## src/rtl/core/mme_pkg.sv

```systemverilog
// Shared types and constants for the matrix multiply engine.
package mme_pkg;

  localparam int unsigned IDX_BITS    = 4;
  localparam int unsigned ELEM_W      = 16;
  localparam int unsigned PROD_W      = 40;
  localparam int unsigned CFG_W       = 5;
  localparam int unsigned CFG_IDX_W   = 2;
  localparam int unsigned REQ_W       = 2;

  typedef enum logic [REQ_W-1:0] {
    REQ_WR_A = 2'd0,
    REQ_WR_B = 2'd1,
    REQ_RD   = 2'd2
  } req_type_e;

  typedef enum logic [CFG_IDX_W-1:0] {
    CFG_RESULT_ROWS = 2'd0,
    CFG_INNER_SIZE  = 2'd1,
    CFG_RESULT_COLS = 2'd2
  } cfg_idx_e;

  typedef enum logic [1:0] {
    ST_IDLE,
    ST_RUN,
    ST_FIN
  } mme_state_e;

  typedef struct packed {
    logic                start;
    logic                range_err;
    logic [IDX_BITS-1:0] row;
    logic [IDX_BITS-1:0] col;
  } rd_cmd_t;

endpackage

```

## src/rtl/core/mme_if.sv

```systemverilog


interface mme_rsp_if;
  import mme_pkg::*;
  logic                     valid;
  logic                     ready;
  logic signed [PROD_W-1:0] product_value;
  logic                     index_error;
  modport source (output valid, product_value, index_error, input ready);
  modport sink   (input valid, product_value, index_error, output ready);
endinterface


```

## src/rtl/core/mme_dot_seq.sv

```systemverilog
// Dot product sequencer: walks k over both stores, multiplies and accumulates.
module mme_dot_seq #(
  parameter int unsigned MAX_DIM   = 16,
  parameter int unsigned ELEM_BITS = 16
) (
  input  logic                              clk_i,
  input  logic                              rst_ni,
  input  mme_pkg::rd_cmd_t                  cmd_i,
  input  logic [$clog2(MAX_DIM+1)-1:0]      nk_i,
  output logic                              idle_o,
  output logic [2*$clog2(MAX_DIM)-1:0]      a_addr_o,
  output logic [2*$clog2(MAX_DIM)-1:0]      b_addr_o,
  input  logic [ELEM_BITS-1:0]              a_data_i,
  input  logic [ELEM_BITS-1:0]              b_data_i,
  mme_rsp_if.source                         rsp_o
);
  import mme_pkg::*;

  localparam int unsigned IW = $clog2(MAX_DIM);
  localparam int unsigned KW = $clog2(MAX_DIM+1);

  mme_state_e                 state_q, state_d;
  logic [KW-1:0]              issue_cnt_q, issue_cnt_d;
  logic [KW-1:0]              acc_cnt_q, acc_cnt_d;
  logic [IDX_BITS-1:0]        row_q, row_d, col_q, col_d;
  logic                       err_q, err_d;
  logic signed [PROD_W-1:0]   acc_q, acc_d;
  logic                       rd_v_q, prod_v_q;
  logic signed [2*ELEM_BITS-1:0] prod_q;
  logic                       out_valid_q, out_valid_d;
  logic signed [PROD_W-1:0]   out_value_q, out_value_d;
  logic                       out_err_q, out_err_d;
  logic                       issue, out_free;

  assign issue    = (state_q == ST_RUN) && (issue_cnt_q < nk_i);
  assign out_free = !out_valid_q || rsp_o.ready;
  assign a_addr_o = {IW'(row_q), issue_cnt_q[IW-1:0]};
  assign b_addr_o = {issue_cnt_q[IW-1:0], IW'(col_q)};
  assign idle_o   = (state_q == ST_IDLE);

  always_comb begin
    state_d     = state_q;
    issue_cnt_d = issue_cnt_q;
    acc_cnt_d   = acc_cnt_q;
    row_d       = row_q;
    col_d       = col_q;
    err_d       = err_q;
    acc_d       = acc_q;
    out_valid_d = out_valid_q && !rsp_o.ready;
    out_value_d = out_value_q;
    out_err_d   = out_err_q;
    unique case (state_q)
      ST_IDLE: begin
        if (cmd_i.start) begin
          row_d       = cmd_i.row;
          col_d       = cmd_i.col;
          err_d       = cmd_i.range_err;
          acc_d       = '0;
          issue_cnt_d = '0;
          acc_cnt_d   = '0;
          if (cmd_i.range_err || (nk_i == '0)) begin
            state_d = ST_FIN;
          end else begin
            state_d = ST_RUN;
          end
        end
      end
      ST_RUN: begin
        if (issue) begin
          issue_cnt_d = KW'(issue_cnt_q + KW'(1));
        end
        if (prod_v_q) begin
          acc_d     = acc_q + PROD_W'(prod_q);
          acc_cnt_d = KW'(acc_cnt_q + KW'(1));
          if (KW'(acc_cnt_q + KW'(1)) == nk_i) begin
            state_d = ST_FIN;
          end
        end
      end
      ST_FIN: begin
        if (out_free) begin
          out_valid_d = 1'b1;
          out_value_d = acc_q;
          out_err_d   = err_q;
          state_d     = ST_IDLE;
        end
      end
      default: state_d = ST_IDLE;
    endcase
  end

  always_ff @(posedge clk_i or negedge rst_ni) begin
    if (!rst_ni) begin
      state_q     <= ST_IDLE;
      issue_cnt_q <= '0;
      acc_cnt_q   <= '0;
      rd_v_q      <= 1'b0;
      prod_v_q    <= 1'b0;
      out_valid_q <= 1'b0;
    end else begin
      state_q     <= state_d;
      issue_cnt_q <= issue_cnt_d;
      acc_cnt_q   <= acc_cnt_d;
      rd_v_q      <= issue;
      prod_v_q    <= rd_v_q;
      out_valid_q <= out_valid_d;
    end
  end

  always_ff @(posedge clk_i) begin
    row_q       <= row_d;
    col_q       <= col_d;
    err_q       <= err_d;
    acc_q       <= acc_d;
    out_value_q <= out_value_d;
    out_err_q   <= out_err_d;
    if (rd_v_q) begin
      prod_q <= $signed(a_data_i) * $signed(b_data_i);
    end
  end

  assign rsp_o.valid         = out_valid_q;
  assign rsp_o.product_value = out_value_q;
  assign rsp_o.index_error   = out_err_q;

endmodule

```

## src/flat_wrapper.sv

```systemverilog
// flat-port wrapper written by rule: the top's interface ports become plain ports
module mme_dot_seq_flat import mme_pkg::*;
#(
  parameter int unsigned MAX_DIM   = 16,
  parameter int unsigned ELEM_BITS = 16
)
  (clk_i, rst_ni, cmd_i, nk_i, idle_o, a_addr_o, b_addr_o, a_data_i, b_data_i, rsp_o_valid, rsp_o_product_value, rsp_o_index_error, rsp_o_ready);
  mme_rsp_if rsp_o_i ();
  input  logic clk_i;
  input  logic rst_ni;
  input  mme_pkg::rd_cmd_t cmd_i;
  input  logic [$clog2(MAX_DIM+1)-1:0] nk_i;
  output logic idle_o;
  output logic [2*$clog2(MAX_DIM)-1:0] a_addr_o;
  output logic [2*$clog2(MAX_DIM)-1:0] b_addr_o;
  input  logic [ELEM_BITS-1:0] a_data_i;
  input  logic [ELEM_BITS-1:0] b_data_i;
  output wire logic [$bits(rsp_o_i.valid)-1:0] rsp_o_valid;
  output wire logic [$bits(rsp_o_i.product_value)-1:0] rsp_o_product_value;
  output wire logic [$bits(rsp_o_i.index_error)-1:0] rsp_o_index_error;
  input wire logic [$bits(rsp_o_i.ready)-1:0] rsp_o_ready;
  assign rsp_o_valid = rsp_o_i.valid;
  assign rsp_o_product_value = rsp_o_i.product_value;
  assign rsp_o_index_error = rsp_o_i.index_error;
  assign rsp_o_i.ready = rsp_o_ready;
  mme_dot_seq #(.MAX_DIM(MAX_DIM), .ELEM_BITS(ELEM_BITS)) u_core (.clk_i(clk_i), .rst_ni(rst_ni), .cmd_i(cmd_i), .nk_i(nk_i), .idle_o(idle_o), .a_addr_o(a_addr_o), .b_addr_o(b_addr_o), .a_data_i(a_data_i), .b_data_i(b_data_i), .rsp_o(rsp_o_i));
endmodule
```

## config.mk

```make
export PLATFORM = sky130hd
export DESIGN_NAME = mme_dot_seq_flat
export DESIGN_NICKNAME = d
export VERILOG_FILES = /design/src/rtl/core/mme_pkg.sv /design/src/rtl/core/mme_if.sv /design/src/rtl/core/mme_dot_seq.sv /design/src/flat_wrapper.sv
export SDC_FILE = /design/constraint.sdc
export NUM_CORES = 1
export LEC_CHECK = 0
export BUFFER_PORTS_ARGS = -buffer_cell sky130_fd_sc_hd__buf_2
export CORE_ASPECT_RATIO = 1.4
export CORE_UTILIZATION = 50
export DETAILED_ROUTE_END_ITERATION = 6
export PLACE_DENSITY = 0.7
export SLEW_MARGIN = 25
export SYNTH_ARGS = -nofsm -noshare
export SYNTH_HDL_FRONTEND = slang
export SYNTH_SLANG_ARGS = --single-unit
```

## constraint.sdc

```tcl
create_clock -name clk_i -period 6.55 [get_ports clk_i]
set_input_delay 1.31 -clock clk_i [delete_from_list [all_inputs] [get_ports clk_i]]
set_output_delay 1.31 -clock clk_i [all_outputs]
set_load 0.02 [all_outputs]
```

==> results.yml, run 1 <==
worst_setup_path:
  cp_slowest_cell: "fa_1"
  timing.rr.start: "u_core.acc_q[0]"
  cp_data_arrival_time_ns: 6.57
  path_cells: "clkbuf_4 > buf_4 > and2_1 > fa_1 > inv_1 > fa_1 > fa_1 > inv_1 > fa_1 > fa_1 > inv_1 > fa_1 > inv_1 > ha_4 > buf_4 > and4_4 > nor2_1 > a21oi_2 > o211ai_1 > a31oi_1 > o21a_1 > nor2_1 > xnor2_1"
  worstReg2RegEnd: "u_core.acc_q[38]"
  path_common_cell: "fa_1"
  setup.worst_path.class: "in2reg"
  crit_fanout: 10
  crit_path_start_kind: "input pin"
  end_kind: "register"
  slowest_delay_ns: 0.54
  crit_required_ns: 6.73
  reg2reg_slack_ns: 3.26
  r2r_cells: 12
detailed_routing:
  wl_per_cell_um: 15.2
  ant_nets: 0
  dr.pass1.iters: 5
  drc: 0
  dr_total_vias: 11700
  wl_mm: 34.8
  drt_iter0_drc: 503
  vias_per_cell: 5.11
layout:
  final_cell_mix: "inv_1 (302), fa_1 (255), nand2_1 (170)"
  fin_area_um2: 19300
  fill_cells: 2756
  drive_gt1_share_pct: 18.2
  nNetsFinal: 2277
  regArea_um2: 4040
  layout_commonest_cell: "inv_1"
  antenna_cells: 0
  multi_input_area_um2: 11300
  areaGrowthSynthToFinish_pct: 17.1
cts:
  max-clock-path-buffers: 2
  postCtsHoldBufs: 0
  cts_buffers: 17
  cts_tree: "done"
  cts_root_buffer: "clkbuf_16"
  clock-sinks: 137
  path_clk_slew_ns: 0.06
  insertion_delay_ns: 0.43
  htree_levels: 4
placed_design:
  io_buffers: 108
  placedInstanceArea_um2: 18500
  dp.final_hpwl_mm: 29.4
  routabilityCongestion: 0.884
grt:
  gr-total-overflow: 0
  grt_pass1_vias: 12600
  grt_pass1_wl_mm: 59.2
  grt_max_degree: 42
  grt_antenna_before_repair: 0
  track_usage_pct: 22.1
sta:
  worst_slew_pin_slew_ns: 0.702
  period_needed_ns: 6.39
  slew_headroom_pct: 52.9
  hold_viol: 0
  rsz0062_at_grt: "true"
  finalCritPeriodShare_pct: 97.6
  slew_viol_final: 0
  finClkSkew_ns: 0.00955
  fin_tns_setup_ns: 0
  setup_viol: 0
  fmax_ghz: 0.156
logic_synthesis:
  yosys_warnings: 0
  ys_seq_area_share_pct: 24.6
  synth_cells: 1616
  synthArstFlopShare_pct: 10.9
  synthSimpleGateAreaFrac_pct: 13.6
  synth_mux_area_share_pct: 0.243
  synth-edff-count: 122
  syn_area_um2: 16400
  synth_cell_types: 60
  synthXorXnorAreaFrac_pct: 3.62
  synth-seq-cells: 137
  synth_compound_area_share_pct: 8.01
  ys.flop_type: "edfxtp_1"
  synthesis.nets: 2056
  synthAdderAreaFrac_pct: 41.7
  synth_top_family_by_area: "adder cells"
  syn_avg_cell_area_um2: 10.2
floorplan:
  core_um2: 32400
  rows: 78
  die_x_um: 155
  ioPinCount: 109
  dieArea_um2: 33600
  die_y_um: 217
  start_util_pct: 50.8
worst_hold_path:
  holdCritPathClass: "reg2reg"
  min_from: "u_core.err_q"
  hold_end: "u_core.rsp_o.index_error"
  hold_depth: 0
status:
  status: "finished clean"
job:
  max_cap_violations: 0
## kinds of logic after synthesis
| group | after synthesis |
|---|---|
| buffers and inverters | 355 |
| muxes | 4 |
| DFF | 137 |
| AOI/OAI and AO/OA | 200 |
| and+or+nand+nor | 462 |
| xor gates and xnor gates | 68 |
| adders and majority gates | 390 |
## worst max-delay path by stage
stage | cells after the start | end | from
detailed placement | 24 | u_core.prod_q[31] | b_data_i[4]
global route | 25 | u_core.prod_q[30] | a_data_i[5]
global placement | 24 | u_core.prod_q[31] | b_data_i[4]
CTS | 24 | u_core.prod_q[31] | b_data_i[4]
floorplan | 22 | u_core.prod_q[26] | a_data_i[7]
finish | 23 | u_core.prod_q[30] | b_data_i[4]
## layout make-up
type	instances	share of cell area [%]
Clock buffer	17	2.21
Timing Repair Buffer	251	8.80
Tap cell	440	2.86
Clock inverter	15	0.741
Inverter	306	5.96
Multi-Input combinational cell	1124	58.4
Sequential cell	137	21.0
## layer usage
metal | global-route usage (%) | vias up | routed length [um]
met5 | 0 | - | 0
met4 | 7.88 | 0 | 877
met3 | 2.58 | 69 | 1270
met2 | 39.9 | 277 | 17900
met1 | 27.2 | 5787 | 14700
li1 | - | 5568 | -
## flip-flops by register name, summed over array words and instances, names as in the netlist
signal                      cells
u_core.rsp_o.product_value     40
u_core.rd_v_q                   1
u_core.rsp_o.valid              1
u_core.col_q                    4
u_core.prod_v_q                 1
u_core.row_q                    4
u_core.acc_q                   40
u_core.acc_cnt_q                5
u_core.state_q                  2
u_core.err_q                    1
u_core.issue_cnt_q              5
u_core.prod_q                  32
u_core.rsp_o.index_error        1
## cells in the mapped netlist, types with 3 or more instances
| cell | count | area (um2) |
|---|---|---|
| fa_1 | 263 | 5270 |
| o21a_1 | 11 | 82.6 |
| nor4_1 | 3 | 18.8 |
| xor2_1 | 20 | 175 |
| mux2i_1 | 4 | 40.0 |
| inv_1 | 306 | 1150 |
| and3_1 | 3 | 18.8 |
| nor3_1 | 24 | 120 |
| dfrtp_1 | 15 | 375 |
| nand2b_1 | 13 | 81.3 |
| o21ai_0 | 35 | 175 |
| nor3b_1 | 3 | 22.5 |
| a21o_1 | 34 | 255 |
| and2_1 | 135 | 845 |
| a41oi_1 | 4 | 35.0 |
| ha_1 | 127 | 1590 |
| a31oi_1 | 3 | 18.8 |
| clkbuf_1 | 40 | 150 |
| nand3_1 | 15 | 75.1 |
| o211ai_1 | 6 | 45.0 |
| nor2_1 | 76 | 285 |
| buf_4 | 8 | 60.1 |
| or2_2 | 3 | 18.8 |
| nand4_1 | 4 | 25.0 |
| a21oi_1 | 57 | 285 |
| o21ai_1 | 4 | 20.0 |
| nand2_1 | 171 | 642 |
| xnor2_1 | 48 | 420 |
| edfxtp_1 | 122 | 3660 |
| a211oi_1 | 14 | 105 |
| nor2b_1 | 5 | 31.3 |
| o21bai_1 | 7 | 52.6 |
## worst max-delay path: cells and delay by family
family	cells	cell delay [ns]
buffers and inverters	7	0.66
AOI/OAI and AO/OA	4	0.76
xor gates and xnor gates	1	0.12
adders and majority gates	7	3.25
and+or+nand+nor	4	0.45
## through the flow
step | setup slack, ns | hold WS (ns) | util, % | std cells
after floorplan | 0.00159 | 0.400 | - | 1616
after CTS | 0.0521 | 0.439 | 58.8 | 2287
after detailed placement | -0.412 | 0.417 | 57.1 | 2255
final | 0.156 | 0.437 | 59.4 | 2290
after global placement | -0.360 | 0.406 | 57.1 | 2255
after global routing | -0.0296 | 0.444 | 59.4 | 2290
## timing repair
| action | 4_1_cts | 5_1_grt |
|---|---|---|
| hold endpoints to repair | 0 | 0 |
| setup endpoints to repair | 0 | 8 |
| setup buffers | 0 | 3 |
| gates resized for setup | 0 | 49 |
Power of run 1 is not shown: default switching activity piles up to over one toggle a cycle in this logic, so the estimate is an artifact.
==> run 2: changes to the inputs <==
--- a/config.mk
+++ b/config.mk
@@ -7,6 +7,7 @@
 export LEC_CHECK = 0
 export BUFFER_PORTS_ARGS = -buffer_cell sky130_fd_sc_hd__buf_2
 export CORE_ASPECT_RATIO = 1.4
+export CORE_MARGIN = 1.5
 export CORE_UTILIZATION = 50
 export DETAILED_ROUTE_END_ITERATION = 6
 export PLACE_DENSITY = 0.7
==> results.yml, run 2 (synthesized netlist as in run 1, its figures left out) <==
placed_design:
  io_buffers: 108
  place_ws_ns: -0.485
  dp_cells: 2251
  routabilityCongestion: 0.894
  dp.final_hpwl_mm: 29.0
grt:
  grt_max_degree: 42
  gr-total-overflow: 0
  track_usage_pct: 21.5
  grt_pass1_vias: 12500
  grt_pass1_wl_mm: 58.7
  grt_antenna_before_repair: 0
sta:
  finClkSkew_ns: 0.00717
  slew_viol_final: 0
  rsz0062_at_grt: "true"
  layout_setup_ws_ns: 0.129
  fmax_ghz: 0.156
  setup_viol: 0
  period_needed_ns: 6.42
  worst_slew_pin_slew_ns: 0.668
  finalCritPeriodShare_pct: 98.0
  hold_viol: 0
  slew_headroom_pct: 55.2
worst_setup_path:
  path_buf_inv: 5
  reg2reg_slack_ns: 3.25
  crit_path_start_kind: "input pin"
  worstReg2RegEnd: "u_core.acc_q[38]"
  cp_slowest_cell: "fa_1"
  slowest_delay_ns: 0.55
  end_kind: "register"
  path_cells: "buf_2 > buf_12 > and2_1 > fa_1 > inv_1 > fa_1 > fa_1 > fa_1 > inv_1 > fa_1 > fa_1 > ha_4 > o21ai_0 > a211o_1 > a21o_1 > o211ai_1 > buf_4 > o211ai_1 > a31oi_1 > o21a_1 > nor2_1 > xnor2_1"
  crit_required_ns: 6.72
  crit_fanout: 8
  startpoint: "a_data_i[5]"
  r2r_cells: 12
  critPathTopFamily: "adder cells"
  cp_data_arrival_time_ns: 6.59
  setup.worst_path.class: "in2reg"
  timing.rr.start: "u_core.acc_q[0]"
  path_common_cell: "fa_1"
cts:
  clock-sinks: 137
  insertion_delay_ns: 0.42
  path_clk_slew_ns: 0.07
  cts_tree: "done"
  postCtsHoldBufs: 0
  cts_root_buffer: "clkbuf_16"
  cts_buffers: 17
  max-clock-path-buffers: 2
  htree_levels: 4
layout:
  layout_commonest_cell: "inv_1"
  fill_cells: 2785
  regArea_um2: 4040
  drive_gt1_share_pct: 17.8
  final_cell_mix: "inv_1 (306), fa_1 (258), nand2_1 (167)"
  multi_input_area_um2: 11200
  areaGrowthSynthToFinish_pct: 16.9
  nNetsFinal: 2274
  fin_cells: 2287
  antenna_cells: 0
worst_hold_path:
  holdCritPathClass: "reg2reg"
  min_from: "u_core.err_q"
  hold_end: "u_core.rsp_o.index_error"
  hold_depth: 0
floorplan:
  core_um2: 32400
  dieArea_um2: 34000
  die_y_um: 218
  die_x_um: 156
  start_util_pct: 50.8
  rows: 78
  ioPinCount: 109
detailed_routing:
  dr.pass1.iters: 6
  wl_per_cell_um: 14.9
  wl_mm: 34.1
  ant_nets: 0
  drc: 0
  dr_total_vias: 11600
  vias_per_cell: 5.09
  drt_iter0_drc: 446
status:
  status: "finished clean"
job:
  max_cap_violations: 0
## run 2: how the worst max path moves through the flow
stage                        endpoint  cells after the start
floorplan           u_core.prod_q[26]                     22
global placement    u_core.prod_q[31]                     24
detailed placement  u_core.prod_q[31]                     24
CTS                 u_core.prod_q[31]                     24
global route        u_core.prod_q[30]                     21
finish              u_core.prod_q[30]                     22
## run 2: through the flow
| stage | hold WS (ns) | utilization, % | cell area (um2) | TNS [ns] |
|---|---|---|---|---|
| after floorplan | 0.400 | - | 16500 | 0 |
| after global placement | 0.408 | 57.0 | 18500 | -1.97 |
| after detailed placement | 0.437 | 57.0 | 18500 | -3.00 |
| after CTS | 0.453 | 58.8 | 19100 | 0 |
| after global routing | 0.470 | 59.4 | 19200 | -0.195 |
| final | 0.445 | 59.4 | 19200 | 0 |
## run 2: layer usage
metal  up-vias  global-route usage, %  part of all wire [%]
met1      5750                   26.5                    43
met3        49                   2.05                   3.7
met4         0                   6.89                   2.4
met2       260                   39.3                    51
li1       5571                      -                     -
met5         -                      0                     0
## run 2: worst register-to-register path, stage by stage, from the launching register on
cell and delay (ns):
edfxtp_1 0.39, ha_1 0.23, inv_1 0.07, fa_1 0.40, nand2b_1 0.16, a211oi_1 0.35, o21ai_1 0.17, a21o_1 0.24
a21oi_1 0.30, o21ai_2 0.17, a211oi_1 0.36, o21a_1 0.18, nor3_1 0.04
## run 2: what timing repair did
item                       4_1_cts  5_1_grt
buffers inserted                 1        3
setup endpoints to repair        1        9
pin swaps                        1       11
gates resized for setup          2       38
## run 2: area by class of cell
type / count / area share (%)
multi-input combinational: 1124 / 58.5
clock buffer: 18 / 2.28
tap: 440 / 2.86
timing repair buffer: 248 / 8.72
inverter: 306 / 5.97
clock inverter: 14 / 0.670
sequential: 137 / 21.0
Power of run 2 is left out for the same reason.
==> run 3: changes to the inputs <==
==> constraint.sdc (replaced) <==
create_clock -name clk_i -period 6.5 [get_ports clk_i]
set_input_delay 1.3 -clock clk_i [delete_from_list [all_inputs] [get_ports clk_i]]
set_output_delay 1.3 -clock clk_i [all_outputs]
set_load 0.02 [all_outputs]
==> results.yml, run 3 (synthesized netlist as in run 1, its figures left out) <==
sta:
  finClkSkew_ns: 0.00911
  rsz0062_at_grt: "true"
  period_needed_ns: 6.35
  slew_viol_final: 0
  finalCritPeriodShare_pct: 97.7
  setup_viol: 0
  worst_slew_pin_slew_ns: 0.642
  fmax_ghz: 0.157
  hold_viol: 0
  slew_headroom_pct: 56.9
cts:
  cts_tree: "done"
  cts_root_buffer: "clkbuf_16"
  cts_buffers: 17
  max-clock-path-buffers: 2
  path_clk_slew_ns: 0.06
  htree_levels: 4
  clock-sinks: 137
  insertion_delay_ns: 0.43
  postCtsHoldBufs: 0
worst_setup_path:
  end_kind: "register"
  cp_slowest_cell: "fa_1"
  critPathTopFamily: "adder cells"
  cp_data_arrival_time_ns: 6.53
  startpoint: "b_data_i[10]"
  path_buf_inv: 5
  crit_required_ns: 6.68
  path_common_cell: "fa_1"
  path_cells: "buf_2 > and2_4 > fa_1 > inv_1 > fa_1 > inv_2 > fa_1 > fa_1 > fa_1 > inv_1 > fa_1 > inv_2 > ha_4 > nand2_2 > a211o_1 > o211ai_1 > o211ai_1 > a31oi_2 > o21a_1 > nor2_2 > xnor2_1"
  crit_fanout: 3
  setup.worst_path.class: "in2reg"
  timing.rr.start: "u_core.acc_q[0]"
  slowest_delay_ns: 0.54
  crit_path_start_kind: "input pin"
floorplan:
  start_util_pct: 50.8
  rows: 78
  ioPinCount: 109
  core_um2: 32400
  die_x_um: 156
  dieArea_um2: 34000
  die_y_um: 218
detailed_routing:
  dr_total_vias: 11500
  vias_per_cell: 5.08
  wl_mm: 34.4
  ant_nets: 0
  drt_iter0_drc: 458
  wl_per_cell_um: 15.1
  drc: 0
  dr.pass1.iters: 5
grt:
  gr-total-overflow: 0
  grt_max_degree: 42
  grt_antenna_before_repair: 0
  grt_pass1_wl_mm: 58.4
  grt_pass1_vias: 12400
  track_usage_pct: 21.6
placed_design:
  dp.final_hpwl_mm: 29.2
  io_buffers: 108
  routabilityCongestion: 0.897
  placedInstanceArea_um2: 18400
worst_hold_path:
  holdCritPathClass: "reg2reg"
  min_from: "u_core.err_q"
layout:
  fill_cells: 2805
  final_cell_mix: "inv_1 (304), fa_1 (260), nand2_1 (169)"
  drive_gt1_share_pct: 17.2
  layout_commonest_cell: "inv_1"
  areaGrowthSynthToFinish_pct: 16.1
  nNetsFinal: 2258
  antenna_cells: 0
  fin_area_um2: 19100
job:
  max_cap_violations: 0
status:
  status: "finished clean"
[run 3: changes by cell type in the layout (fill, tap and decap cells not counted), sizes merged]
cell      change
clkbuf        +3
clkinvlp      -3
buf          -19
bufinv        +2
clkinv        +5
inv           -4
[run 3: metal layers]
metal / vias up / track usage, % / share of wire [%]
met4: 0 / 7.21 / 2.3
met2: 278 / 39.5 / 52
met5: - / 0 / 0
met3: 41 / 2.07 / 3.7
met1: 5678 / 26.6 / 42
li1: 5531 / - / -
[run 3: cell type report]
cell class	instances	area (um2)	share of cell area (%)
timing repair buffer	232	1510	7.93
multi-input combinational	1124	11300	58.9
clock buffer	18	429	2.25
tap	440	551	2.88
sequential	137	4040	21.1
inverter	306	1150	6.01
clock inverter	14	164	0.858
[run 3: path summary, 6_finish.rpt]
check,end,slack (ns),depth (start not counted)
max reg2reg,u_core.acc_q[38],3.27,12
min,u_core.rsp_o.index_error,0.43,0
max in group asynchronous,u_core.state_q[0],5.48,1
min in group asynchronous,u_core.issue_cnt_q[3],0.77,1
max,u_core.prod_q[30],0.15,21
min reg2reg,u_core.rsp_o.index_error,0.43,0
[run 3: what timing repair did]
action                                  CTS  global route
endpoints found under the setup margin    0             8
endpoints found under the hold margin     0             0
resized for setup                         0            43
buffers inserted                          0             1
[run 3: worst reg2reg max path: stages, from the launching register on]
cell and delay (ns):
edfxtp_1 0.37, ha_1 0.23, inv_1 0.07, fa_1 0.41
nand2b_1 0.16, a211oi_1 0.33, o21ai_1 0.16, a21o_1 0.24
a21oi_1 0.27, o21ai_2 0.16, a211oi_1 0.34, o21a_1 0.18
nor3_1 0.04
[run 3: through the flow]
step / setup WS, ns / TNS, ns / utilization, % / hold WS, ns / cells
after global routing: -0.0345 / -0.0597 / 59.0 / 0.444 / 2271
after global placement: -0.332 / -2.11 / 56.7 / 0.407 / 2238
after CTS: 0.00690 / 0 / 58.5 / 0.435 / 2270
final: 0.147 / 0 / 59.0 / 0.433 / 2271
after floorplan: -0.0167 / -0.0167 / - / 0.400 / 1616
after detailed placement: -0.447 / -3.12 / 56.7 / 0.420 / 2238
Power of run 3 is left out for the same reason.
